## config.mk

```make
export PLATFORM = sky130hd
export DESIGN_NAME = tlwbc_setmod
export DESIGN_NICKNAME = d
export VERILOG_FILES = /design/src/rtl/tlwbc_pkg.sv /design/src/rtl/tlwbc_setmod.sv
export SDC_FILE = /design/constraint.sdc
export NUM_CORES = 1
export LEC_CHECK = 0
export BUFFER_PORTS_ARGS = -buffer_cell sky130_fd_sc_hd__buf_2
export CORE_ASPECT_RATIO = 1.4
export CORE_MARGIN = 1.5
export CORE_UTILIZATION = 33
export DETAILED_ROUTE_END_ITERATION = 10
export PLACE_DENSITY = 0.64
export RECOVER_POWER = 25
export SLEW_MARGIN = 25
export SYNTH_ARGS = -nofsm -noshare
export SYNTH_HDL_FRONTEND = slang
export SYNTH_SLANG_ARGS = --single-unit
```

## constraint.sdc

```tcl
create_clock -name clk_i -period 2.5 [get_ports clk_i]
set_input_delay 0.25 -clock clk_i [delete_from_list [all_inputs] [get_ports clk_i]]
set_output_delay 0.25 -clock clk_i [all_outputs]
set_load 0.01 [all_outputs]
```

## src/rtl/tlwbc_pkg.sv

```systemverilog
// Shared types and constants of the three-level write-back cache.
`default_nettype none
package tlwbc_pkg;

  localparam int AddrW  = 48;
  localparam int StampW = 32;
  localparam int OffW   = 3;
  localparam int HitW   = 2;

  // Level codes, also the hit level reported on the final result.
  localparam logic [1:0] LVL_L1   = 2'd0;
  localparam logic [1:0] LVL_L2   = 2'd1;
  localparam logic [1:0] LVL_L3   = 2'd2;
  localparam logic [1:0] LVL_MISS = 2'd3;

  // Remainder unit: bits of the line number in each digit that it takes.
  localparam int DigitW = 4;
  localparam int Digits = AddrW / DigitW;

  // One cache line entry: the full line number stands in for the tag.
  typedef struct packed {
    logic              valid;
    logic              dirty;
    logic [StampW-1:0] stamp;
    logic [AddrW-1:0]  line;
  } entry_t;

  typedef struct packed {
    logic rd;
    logic eval;
    logic wr;
    logic clr;
  } lvl_ctrl_t;

  typedef struct packed {
    logic [AddrW-1:0]  line;
    logic [StampW-1:0] stamp;
    logic              dirty;
    logic              fill;
  } lvl_req_t;

  typedef struct packed {
    logic             hit;
    logic             evict_dirty;
    logic [AddrW-1:0] victim_line;
  } lvl_stat_t;

  typedef enum logic [1:0] {
    OP_LOOKUP = 2'd0,
    OP_FILL   = 2'd1,
    OP_WB     = 2'd2
  } op_e;

endpackage
`default_nettype wire

```

## src/rtl/tlwbc_setmod.sv

```systemverilog
// Sequential remainder of a line number by a constant set count.
`default_nettype none
module tlwbc_setmod #(
  parameter int SETS = 128,
  localparam int IdxW = (SETS > 1) ? $clog2(SETS) : 1
) (
  input  logic                        clk_i,
  input  logic                        rst_ni,
  input  logic                        start_i,
  input  logic [tlwbc_pkg::AddrW-1:0] value_i,
  output logic                        busy_o,
  output logic [IdxW-1:0]             rem_o
);

  localparam int CntW = $clog2(tlwbc_pkg::Digits + 1);
  localparam logic [IdxW:0] SetsW = (IdxW + 1)'(SETS);

  logic [tlwbc_pkg::AddrW-1:0] val_q, val_d;
  logic [IdxW-1:0]             rem_q, rem_d;
  logic [CntW-1:0]             cnt_q, cnt_d;

  always_comb begin
    logic [IdxW:0] t;
    val_d = val_q;
    rem_d = rem_q;
    cnt_d = cnt_q;
    t     = '0;
    if (start_i) begin
      val_d = value_i;
      rem_d = '0;
      cnt_d = CntW'(tlwbc_pkg::Digits);
    end else if (cnt_q != '0) begin
      // fold in one digit, a bit at a time, keeping the remainder below SETS
      for (int j = 0; j < tlwbc_pkg::DigitW; j++) begin
        t = {rem_d, val_q[tlwbc_pkg::AddrW-1-j]};
        if (t >= SetsW) t = t - SetsW;
        rem_d = t[IdxW-1:0];
      end
      val_d = val_q << tlwbc_pkg::DigitW;
      cnt_d = cnt_q - CntW'(1);
    end
  end

  always_ff @(posedge clk_i or negedge rst_ni) begin
    if (!rst_ni) begin
      cnt_q <= '0;
    end else begin
      cnt_q <= cnt_d;
    end
  end

  always_ff @(posedge clk_i) begin
    val_q <= val_d;
    rem_q <= rem_d;
  end

  assign busy_o = (cnt_q != '0);
  assign rem_o  = rem_q;

endmodule
`default_nettype wire

```

Word level (Yosys, flattened, before mapping)
Index checks and enable logic that the tools add are counted.
{ "totals": {"register_bits": 59, "input_bits": 51, "word_cells": 28} }
{ "op_classes": {"n_addsub": 5, "magnitude_cmp": 4, "muxes": 14, "reduce_logical": 2} }
{ "op_table": {"columns": ["cell", "count"], "rows": [
  ["$mux W48", 2],
  ["$mux W7", 10],
  ["$ge A8 B8 Y1 const B", 4],
  ["$sub A7 B1 Y7 const B", 4],
  ["$mux W4", 2],
  ["$reduce_bool A4 Y1", 1],
  ["$sub A4 B1 Y4 const B", 1],
  ["$reduce_bool A2 Y1", 1]
]} }

Logic depth before layout (Yosys ltp)
Gate-level depths: netlist (run 1).
{ "depth": {"ltp_word": 14, "ltp_mapped": 6} }

Worst setup path before layout (run 1)
OpenSTA, ideal clock, no wires.
{ "synth_timing": {"path_type": "reg2reg", "startpoint": "register cnt_q[0]", "endpoint": "register val_q[0] in the netlist's numbering (enable)", "setup_ps": 413, "arrival_time_ps": 2076, "required_time_ps": 2087, "setup_slack_ps": 11, "path_stages_with_launch": 6, "synth_period_minus_slack_ps": 2489, "cell_sequence": "dfrtp_1 > inv_1 > ha_1 > nor3b_2 > buf_6 > nand2b_1"} }
{ "synth_via": {"elab_chain_cells": 2} }
{ "synth_rtl": {"columns": ["element", "line_no", "rtl"], "rows": [
  ["start, declared", "tlwbc_setmod.sv:20", "logic [CntW-1:0] cnt_q, cnt_d;"],
  ["start signal, assigned", "tlwbc_setmod.sv:48", "cnt_q <= cnt_d;"],
  ["$reduce_bool A4 Y1", "tlwbc_setmod.sv:32", "end else if (cnt_q != '0) begin"],
  ["$reduce_bool A2 Y1 (no source line)", null, null],
  ["end signal, assigned", "tlwbc_setmod.sv:53", "val_q <= val_d;"],
  ["end, declared", "tlwbc_setmod.sv:18", "logic [tlwbc_pkg::AddrW-1:0] val_q, val_d;"]
]} }
Every way passes these cells.
A chain may end at the register's enable or synchronous reset.

Final worst setup path (run 1)
{ "layout_timing": {"startpoint": "register cnt_q[0]", "endpoint": "output port busy_o"} }
{ "layout_via": {"elab_chain_cells": 1} }
{ "layout_rtl": {"columns": ["element", "line_no", "rtl"], "rows": [
  ["$reduce_bool A4 Y1", "tlwbc_setmod.sv:57", "assign busy_o = (cnt_q != '0);"],
  ["end, declared", "tlwbc_setmod.sv:11", "output logic busy_o,"]
]} }
Every way passes these cells.

==> run summary, run 1 <==
status - complete, no violations
post-synth top area cell - edfxtp_1
RSZ-0062 raised after global routing - false
drt total wl - 4120 um
Slew headroom - 8.32%
Power Total - 2.09 mW
min Tclk post-route - 1.94 ns
Mapped Nets - 206
Final Cycle Share - 77.8%
ANT nets after route - 0
fin nets - 271
synthesized flop and latch total - 59
power per cell area - 677 nW/um2
Slowest Stage Delay on Critical Path - 0.41 ns
root buf cell - clkbuf_8
Comb pwr share - 9.1%
crit path capture - busy_o
Area Growth Syn to Fin - 20.7%
DRT Pass-1 Iters - 4
Reg clk slew, reported paths - 0.06 ns
Yosys cell types - 21
Final Max Slew Viols - 0
critical path cell sequence - inv_1, ha_1, nor3b_2, buf_4, inv_4, buf_2
critical path class - reg -> out
die height - 107 um
Mapped Cells - 153
critical path startpoint category - register
Max Cap Viol - 0
worst slew pin tran - 1.38 ns
Hold Vio Cnt, Final - 0
die width - 77.3 um
Total GRT Usage - 11.0%
GPL Wtd Cong - 0.684
Most used DFF post-synth - edfxtp_1
I/O pin cnt - 59
Core Area - 7410 um2
number of global-route vias before repair - 1415
Min-Delay Startpoint - value_i[2]
sequential area share after synthesis - 65.9%
Synth area leaders - edfxtp_1 (56%), mux2_1 (20%), dfxtp_1 (5.5%)
R2R Setup Slk - 0.67 ns
drt first-iter violations - 81
Final Skew - 0.00774 ns
setup ws final - 0.556 ns
H-tree depth - 3
first-pass GRT wire length - 6840 um
switching power - 449 uW
Synth Area per Inst - 16.7 um2
Reg-to-Reg End - val_q[45]
drt via density - 4.47
total negative slack - 0 ns
switching part of the total - 21.5%
DP HPWL - 2650 um
Peak VDD IR - 0.000353 V
EDFF count, synth - 48
largest net degree at the start of global routing - 65
CTS tree - built
via count - 1431
CP startpoint - cnt_q[0]
FF-to-FF path depth - 5
share of cells above drive strength 1 - 30.5%
critical path depth - 6
die area - 8280 um2
initial core utilization - 34.5%
worst-path fanout max - 9
n_diodes - 0
Clock Sink Count - 59
clk buf depth - 2
asr flop ratio synth - 6.78%
CTS buffer count - 9
r2r startpoint - cnt_q[0]
slowest CP cell - dfrtp_1
Rows - 37
Clk pwr share - 32.8%
Clock Latency Late Sink - 0.32 ns
Leak Pwr - 1.20 nW
most common cell in the netlist - edfxtp_1
WP data arrival - 1.69 ns
CTS resizes - 0
sequential fraction of design power - 58.1%
internal power - 1.64 mW
final setup vio count - 0
Port Buffer Count - 58
total global routing overflow - 0
Avg WL per Cell - 12.9 um
Final Core Density - 41.6%
Commonest cells post-synth - edfxtp_1 (48), mux2_1 (45), nand2b_1 (13)
crit path buf inv count - 4
Fmax - 514 MHz
initial antenna violation count - 0
crit-path leading delay family - buffers and inverters
Yosys top cell area share - 56.4%
Mapped Area - 2550 um2
pre-CTS WS - 0.666 ns
Hold Path Class - in -> reg
crit end category - primary output
DRC Markers - 0
Synth Warn # - 0
Critical Path RT - 2.25 ns
[metal layers]
metal / part of all wire (%) / wire length [um] / GRT usage, % / up-vias
li1: - / - / - / 698
met4: 1.1 / 44 / 5.45 / 0
met3: 8.8 / 362 / 4.51 / 4
met5: 0 / 0 / 0 / -
met1: 46 / 1880 / 13.5 / 669
met2: 44 / 1830 / 16.6 / 60
[through the flow]
| stage | instance area (um2) | cells | hold WS (ns) |
|---|---|---|---|
| after floorplan | 2550 | 153 | -0.0456 |
| after global placement | 2930 | 303 | 0.0661 |
| after detailed placement | 2930 | 303 | 0.0651 |
| after CTS | 3090 | 320 | 0.184 |
| after global routing | 3080 | 320 | 0.193 |
| final | 3080 | 320 | 0.209 |
[repair_timing]
action                                 4_1_cts  5_1_grt
endpoints found under the hold margin        4        0
buffers inserted                             0        0
hold buffers                                 1        0
[state kept, by name, indices dropped and copies added (netlist names)]
signal  count
val_q      48
rem_o       7
cnt_q       4
[power groups by stage]
stage          Combinational (mW)  Sequential, mW  Clock [mW]
2_1_floorplan               0.125            1.23           0
6_report                    0.191            1.21       0.685
4_1_cts                     0.197            1.21       0.718
5_1_grt                     0.216            1.22       0.759
3_3_place_gp                0.189            1.23           0
3_5_place_dp                0.194            1.23           0
[cell families (layout without fill, tap and decap cells)]
kind of cell    count (synthesis)  count (layout)  share of synthesized area, %
fa+ha+maj                       2               2                         0.980
mux                            52              52                          22.6
simple gates                   25              25                          6.22
buf+inv                        11              81                          2.84
compound gates                  4               4                          1.52
flops                          59              59                          65.8
[worst min path at each step]
stage	cells after the start	to	slack, ns
floorplan	0	cnt_q[0]	-0.05
global placement	1	cnt_q[3]	0.07
detailed placement	1	cnt_q[1]	0.07
CTS	2	val_q[2]	0.18
global route	2	val_q[7]	0.19
finish	2	val_q[2]	0.21
[final cells by class]
type / count / area [um2]
clock buffers: 12 / 135
clock inverters: 4 / 17.5
fillers: 718 / 4330
inverters: 3 / 13.8
multi-input cells: 83 / 802
flip-flops and latches: 59 / 1680
well taps: 97 / 121
repair buffers: 62 / 310
[placed cells by master, fill, tap and decap left out, drive strengths merged]
cell type	instances
o31a	1
clkinv	4
inv	3
buf	52
nor3	1
nor4b	1
nor2b	3
ha	2
mux2	45
edfxtp	48
mux2i	7
nand2b	13
nor2	2
nor3b	1
and2	4
clkbuf	21
dfxtp	7
dlygate4sd3	1
a211oi	1
a211o	2
dfrtp	4
Note: power is estimated with default switching activity, not from simulation.
==> run 2: changes to the inputs <==
PLACE_DENSITY = 0.62   (was 0.64)
clock period = 1.9 ns   (was 2.5 ns; I/O delays follow)
==> run 2 against run 1 <==
  * Sequential share of layout area shrank 1.3 points
  * Worst hold slack lost 0.067 ns
  * Critical path depth is the same
  * Flip-flop and latch count is the same
  * Core utilization grew 1.0 points
  * Sequential power grew 32%
  * Setup slack lost 0.44 ns
  * Cell area grew 2.4%
  * Routed wire length grew 7.9%
  * Critical path type unchanged
  * Largest cell class unchanged
  * Largest power group unchanged
==> run summary, run 2 (same netlist as run 1, synthesis figures left out) <==
fill count - 713 (-0.70%)
Slew headroom - 48.1% (+40 points)
Max Cap Viol - 0 (unchanged)
largest register by flop count - val_q
drt first-iter violations - 66 (-19%)
max reg flops - 48 (unchanged)
Hold Vio Cnt, Final - 0 (unchanged)
fin nets - 275 (+1.5%)
critical path class - reg -> out
initial antenna violation count - 0 (unchanged)
Reg-to-Reg End - val_q[3]
Final Max Slew Viols - 0 (unchanged)
WP data arrival - 1.59 ns (-0.10 ns)
Peak VDD IR - 0.000356 V (+0.82%)
Hold Path Class - in -> reg
number of global-route vias before repair - 1490 (+5.3%)
Final Cycle Share - 93.7%
GPL Wtd Cong - 0.738 (+8.0%)
drt via density - 4.51 (+0.77%)
clk buf depth - 2 (unchanged)
die width - 77.3 um (unchanged)
drt total wl - 4450 um (+7.9%)
worst-path fanout max - 5 (-4)
n_diodes - 0 (unchanged)
Avg WL per Cell - 13.7 um (+6.6%)
DP HPWL - 3050 um (+15%)
largest net degree at the start of global routing - 36 (-45%)
Clock Sink Count - 59 (unchanged)
die height - 107 um (unchanged)
DRC Markers - 0 (unchanged)
first-pass GRT wire length - 7320 um (+7.0%)
Clock Latency Late Sink - 0.33 ns (about the same)
Cells after DPL - 306 (+0.99%)
total negative slack - 0 ns (unchanged)
status - complete, no violations
power per cell area - 882 nW/um2 (+30%)
H-tree depth - 3 (unchanged)
initial core utilization - 34.5% (unchanged)
crit path capture - busy_o
Port Buffer Count - 58 (unchanged)
CTS buffer count - 9 (unchanged)
crit end category - primary output
root buf cell - clkbuf_8
ANT nets after route - 0 (unchanged)
Area Growth Syn to Fin - 23.6%
via count - 1460 (+2.0%)
share of cells above drive strength 1 - 33.9% (+3.4 points)
crit-path leading delay family - buffers and inverters
crit path buf inv count - 4 (unchanged)
die area - 8280 um2 (unchanged)
R2R Setup Slk - 0.30 ns (-0.37 ns)
r2r startpoint - cnt_q[0]
CTS tree - built
final setup vio count - 0 (unchanged)
commonest cells after routing, fill and taps aside - buf_2 (54), edfxtp_1 (48), mux2_1 (45), nand2b_1 (12), clkbuf_8 (9)
FF-to-FF path depth - 6 (+1)
commonest non-fill, non-tap cell in the layout - buf_2
total global routing overflow - 0 (unchanged)
I/O pin cnt - 59 (unchanged)
Rows - 37 (unchanged)
slowest CP cell - dfrtp_1
Final Skew - 0.00691 ns (-0.000833 ns)
Layout Cells excl Fill - 324 (+1.3%)
critical path startpoint category - register
worst slew pin tran - 0.779 ns (-0.596 ns)
Reg clk slew, reported paths - 0.06 ns (about the same)
Total GRT Usage - 12.0% (+1.0 points)
DRT Pass-1 Iters - 4 (unchanged)
Fmax - 561 MHz
critical path depth - 6 (unchanged)
RSZ-0062 raised after global routing - false
Slowest Stage Delay on Critical Path - 0.41 ns (about the same)
min Tclk post-route - 1.78 ns
Critical Path RT - 1.71 ns (-0.54 ns)
critical path cell sequence - inv_1, ha_2, nor3b_4, buf_4, inv_4, buf_2
Core Area - 7410 um2 (unchanged)
CP startpoint - cnt_q[0]
Leak Pwr - 1.26 nW (+4.8%)
run 2: cell types whose count changed in the layout (fill, tap and decap cells not counted), moves of 2 or more:
cell	change
buf_2	+4
clkbuf_1	-4
buf_12	+2
buf_4	+2
run 2: worst min path at each step:
stage               cells past startpoint   startpoint        end  slack, ns
floorplan                               0       rst_ni   cnt_q[0]      -0.11
detailed placement                      1       rst_ni   cnt_q[2]     -0.002
CTS                                     2   value_i[3]   val_q[3]       0.12
global route                            2  value_i[27]  val_q[27]       0.12
global placement                        1       rst_ni   cnt_q[2]     -0.002
finish                                  2  value_i[14]  val_q[14]       0.14
run 2: worst reg2reg max path, stage by stage, from the launching register on:
cell and delay (ns):
dfrtp_1 0.41, inv_1 0.10, ha_2 0.21, nor3b_4 0.22, buf_4 0.15, nand2b_4 0.06, buf_4 0.20
run 2: per-layer routing:
metal / vias up / part of all wire [%] / track usage, %
li1: 707 / - / -
met1: 703 / 40 / 13.2
met2: 42 / 52 / 19.7
met3: 8 / 5.4 / 5.19
met4: 0 / 2.1 / 6.23
met5: - / 0 / 0
run 2: cell type report:
cell class / instances / area [um2] / area share, %
Tap cell: 97 / 121 / 3.85
Multi-Input combinational cell: 83 / 816 / 25.9
Inverter: 3 / 13.8 / 0.436
Clock inverter: 4 / 17.5 / 0.555
Sequential cell: 59 / 1680 / 53.3
Clock buffer: 12 / 135 / 4.28
Timing Repair Buffer: 66 / 370 / 11.7
run 2: power breakdown:
part / internal [mW] / leakage (nW) / switching, mW
Sequential: 1.55 / 0.619 / 0.0505
Combinational: 0.156 / 0.563 / 0.115
Clock: 0.460 / 0.0792 / 0.450
run 2: metrics by stage:
stage                     hold WS, ns  power (mW)  util (%)  area [um2]  setup WS [ns]
after CTS                       0.121        2.83      42.7        3170        0.00676
after detailed placement     -0.00209        1.90      40.5        3000          0.231
after global routing            0.121        2.92      42.6        3160         0.0210
after global placement       -0.00248        1.89      40.5        3000          0.288
final                           0.142        2.78      42.6        3160          0.119
after floorplan                -0.106        1.78         -        2560          0.202
run 2: timing repair:
item	in CTS	in global routing
gates resized for setup	1	1
setup buffers	0	1
endpoints found under the setup margin	1	1
endpoints found under the hold margin	4	0
hold buffers	1	0
==> run 3: changes to the inputs <==
CORE_ASPECT_RATIO = 1.2   (was 1.4)
==> run 3 against run 2 <==
  * Non-clock buffer count is 3 higher
  * Die area hardly changed
  * Sequential share of layout area is 1.5 points lower
  * Maximum frequency is 1.9% higher
  * Power is 11% higher
==> run summary, run 3 (same netlist as run 1, synthesis figures left out) <==
ANT nets after route - 0 (unchanged)
WP data arrival - 1.56 ns (-0.03 ns)
status - complete, no violations
I/O pin cnt - 59 (unchanged)
die width - 83.3 um (+7.7%)
DRC Markers - 0 (unchanged)
critical path cell sequence - inv_1, ha_1, nor3b_4, buf_6, inv_4, buf_2
max reg flops - 48 (unchanged)
CTS buffer count - 9 (unchanged)
largest net degree at the start of global routing - 37 (+2.8%)
critical path startpoint category - register
Cells after DPL - 299 (-2.3%)
GPL Wtd Cong - 0.725 (-1.9%)
Max Cap Viol - 0 (unchanged)
CTS tree - built
Power Total - 3.08 mW (+11%)
Layout Cells excl Fill - 320 (-1.2%)
WHS - 0.136 ns (-0.00568 ns)
total global routing overflow - 0 (unchanged)
drt first-iter violations - 62 (-6.1%)
Finished Cell Area - 3250 um2 (+2.9%)
clk buf depth - 2 (unchanged)
initial core utilization - 34.7% (+0.22 points)
DRT Pass-1 Iters - 4 (unchanged)
drt via density - 4.51 (about the same)
Critical Path RT - 1.71 ns (about the same)
Clock Sink Count - 59 (unchanged)
share of cells above drive strength 1 - 33.0% (-0.88 points)
Rows - 34 (-8.1%)
Total GRT Usage - 11.6% (-0.45 points)
largest register by flop count - val_q
slowest CP cell - dfrtp_1
min Tclk post-route - 1.75 ns (-0.0334 ns)
worst-path fanout max - 5 (unchanged)
Slowest Stage Delay on Critical Path - 0.41 ns (about the same)
Placed Instance Area - 3000 um2 (+0.13%)
Final Max Slew Viols - 0 (unchanged)
total negative slack - 0 ns (unchanged)
H-tree depth - 3 (unchanged)
crit-path leading delay family - flip-flops
drt total wl - 4330 um (-2.7%)
critical path class - reg -> out
crit end category - primary output
initial antenna violation count - 0 (unchanged)
commonest cells after routing, fill and taps aside - buf_2 (49), edfxtp_1 (48), mux2_1 (45), nand2b_1 (12), clkbuf_1 (11)
Avg WL per Cell - 13.5 um (-1.5%)
Leak Pwr - 1.30 nW (+3.0%)
root buf cell - clkbuf_8
die area - 8280 um2 (about the same)
worst slew pin tran - 0.898 ns (+0.119 ns)
via count - 1443 (-1.2%)
final setup vio count - 0 (unchanged)
Port Buffer Count - 58 (unchanged)
number of global-route vias before repair - 1588 (+6.6%)
Area Growth Syn to Fin - 27.1%
fin nets - 278 (+1.1%)
power per cell area - 949 nW/um2 (+7.6%)
Final Cycle Share - 92.0% (-1.8 points)
Peak VDD IR - 0.000485 V (+36%)
Core Area - 7360 um2 (-0.64%)
die height - 99.4 um (-7.2%)
Final Skew - 0.00621 ns (-0.000700 ns)
crit path buf inv count - 4 (unchanged)
n_diodes - 0 (unchanged)
DP HPWL - 3000 um (-1.8%)
first-pass GRT wire length - 7210 um (-1.5%)
Hold Vio Cnt, Final - 0 (unchanged)
Slew headroom - 40.1% (-7.9 points)
Fmax - 572 MHz (+1.9%)
Clock Latency Late Sink - 0.33 ns (about the same)
Reg clk slew, reported paths - 0.07 ns (about the same)
commonest non-fill, non-tap cell in the layout - buf_2
RSZ-0062 raised after global routing - false
Hold Path Class - in -> reg
[run 3: area by class of cell]
type / instances / area [um2]
Timing Repair Buffer: 69 / 415
Inverter: 3 / 13.8
Fill cell: 692 / 4110
Sequential cell: 59 / 1680
Multi-Input combinational cell: 83 / 813
Tap cell: 90 / 113
Clock buffer: 11 / 131
Clock inverter: 5 / 77.6
[run 3: what timing repair did]
action	4_1_cts	5_1_grt
buffers inserted	1	3
pin swaps	0	0
hold buffers	1	0
setup endpoints to repair	1	1
hold endpoints to repair	4	0
resized for setup	2	0
[run 3: final timing paths]
check                                start        end  slack (ns)  depth (start not counted)
worst min register to register    rem_o[5]   rem_o[5]        0.49                          2
worst max register to register    cnt_q[0]  val_q[17]        0.27                          6
worst min-delay path            value_i[1]   val_q[1]        0.14                          2
max in group asynchronous           rst_ni   cnt_q[0]        1.50                          2
worst max-delay path              cnt_q[0]     busy_o        0.15                          6
min in group asynchronous           rst_ni   cnt_q[2]        0.21                          2
[run 3: layer usage]
layer / vias up / GRT usage, % / part of all wire, %
li1: 711 / - / -
met1: 669 / 13.2 / 43
met2: 53 / 18.8 / 48
met3: 10 / 4.15 / 6.4
met4: 0 / 6.92 / 2.7
met5: - / 0 / 0
[run 3: metrics by stage]
step | utilization (%) | worst slack [ns]
after global placement | 40.8 | 0.233
after floorplan | - | 0.202
final | 44.1 | 0.152
after detailed placement | 40.8 | 0.184
after global routing | 44.1 | 0.0314
after CTS | 44.0 | 0.0500
[run 3: power breakdown]
group	internal [mW]	total (mW)	switching, mW
Sequential	1.55	1.60	0.0466
Clock	0.735	1.22	0.480
Combinational	0.155	0.268	0.113
Total	2.44	3.08	0.640
[run 3: worst register-to-register path, stage by stage (launching register included)]
cell and delay [ns]:
dfrtp_1 0.40, inv_1 0.08, ha_1 0.24, nor3b_4 0.16, buf_4 0.14, nand2b_4 0.15
buf_12 0.17
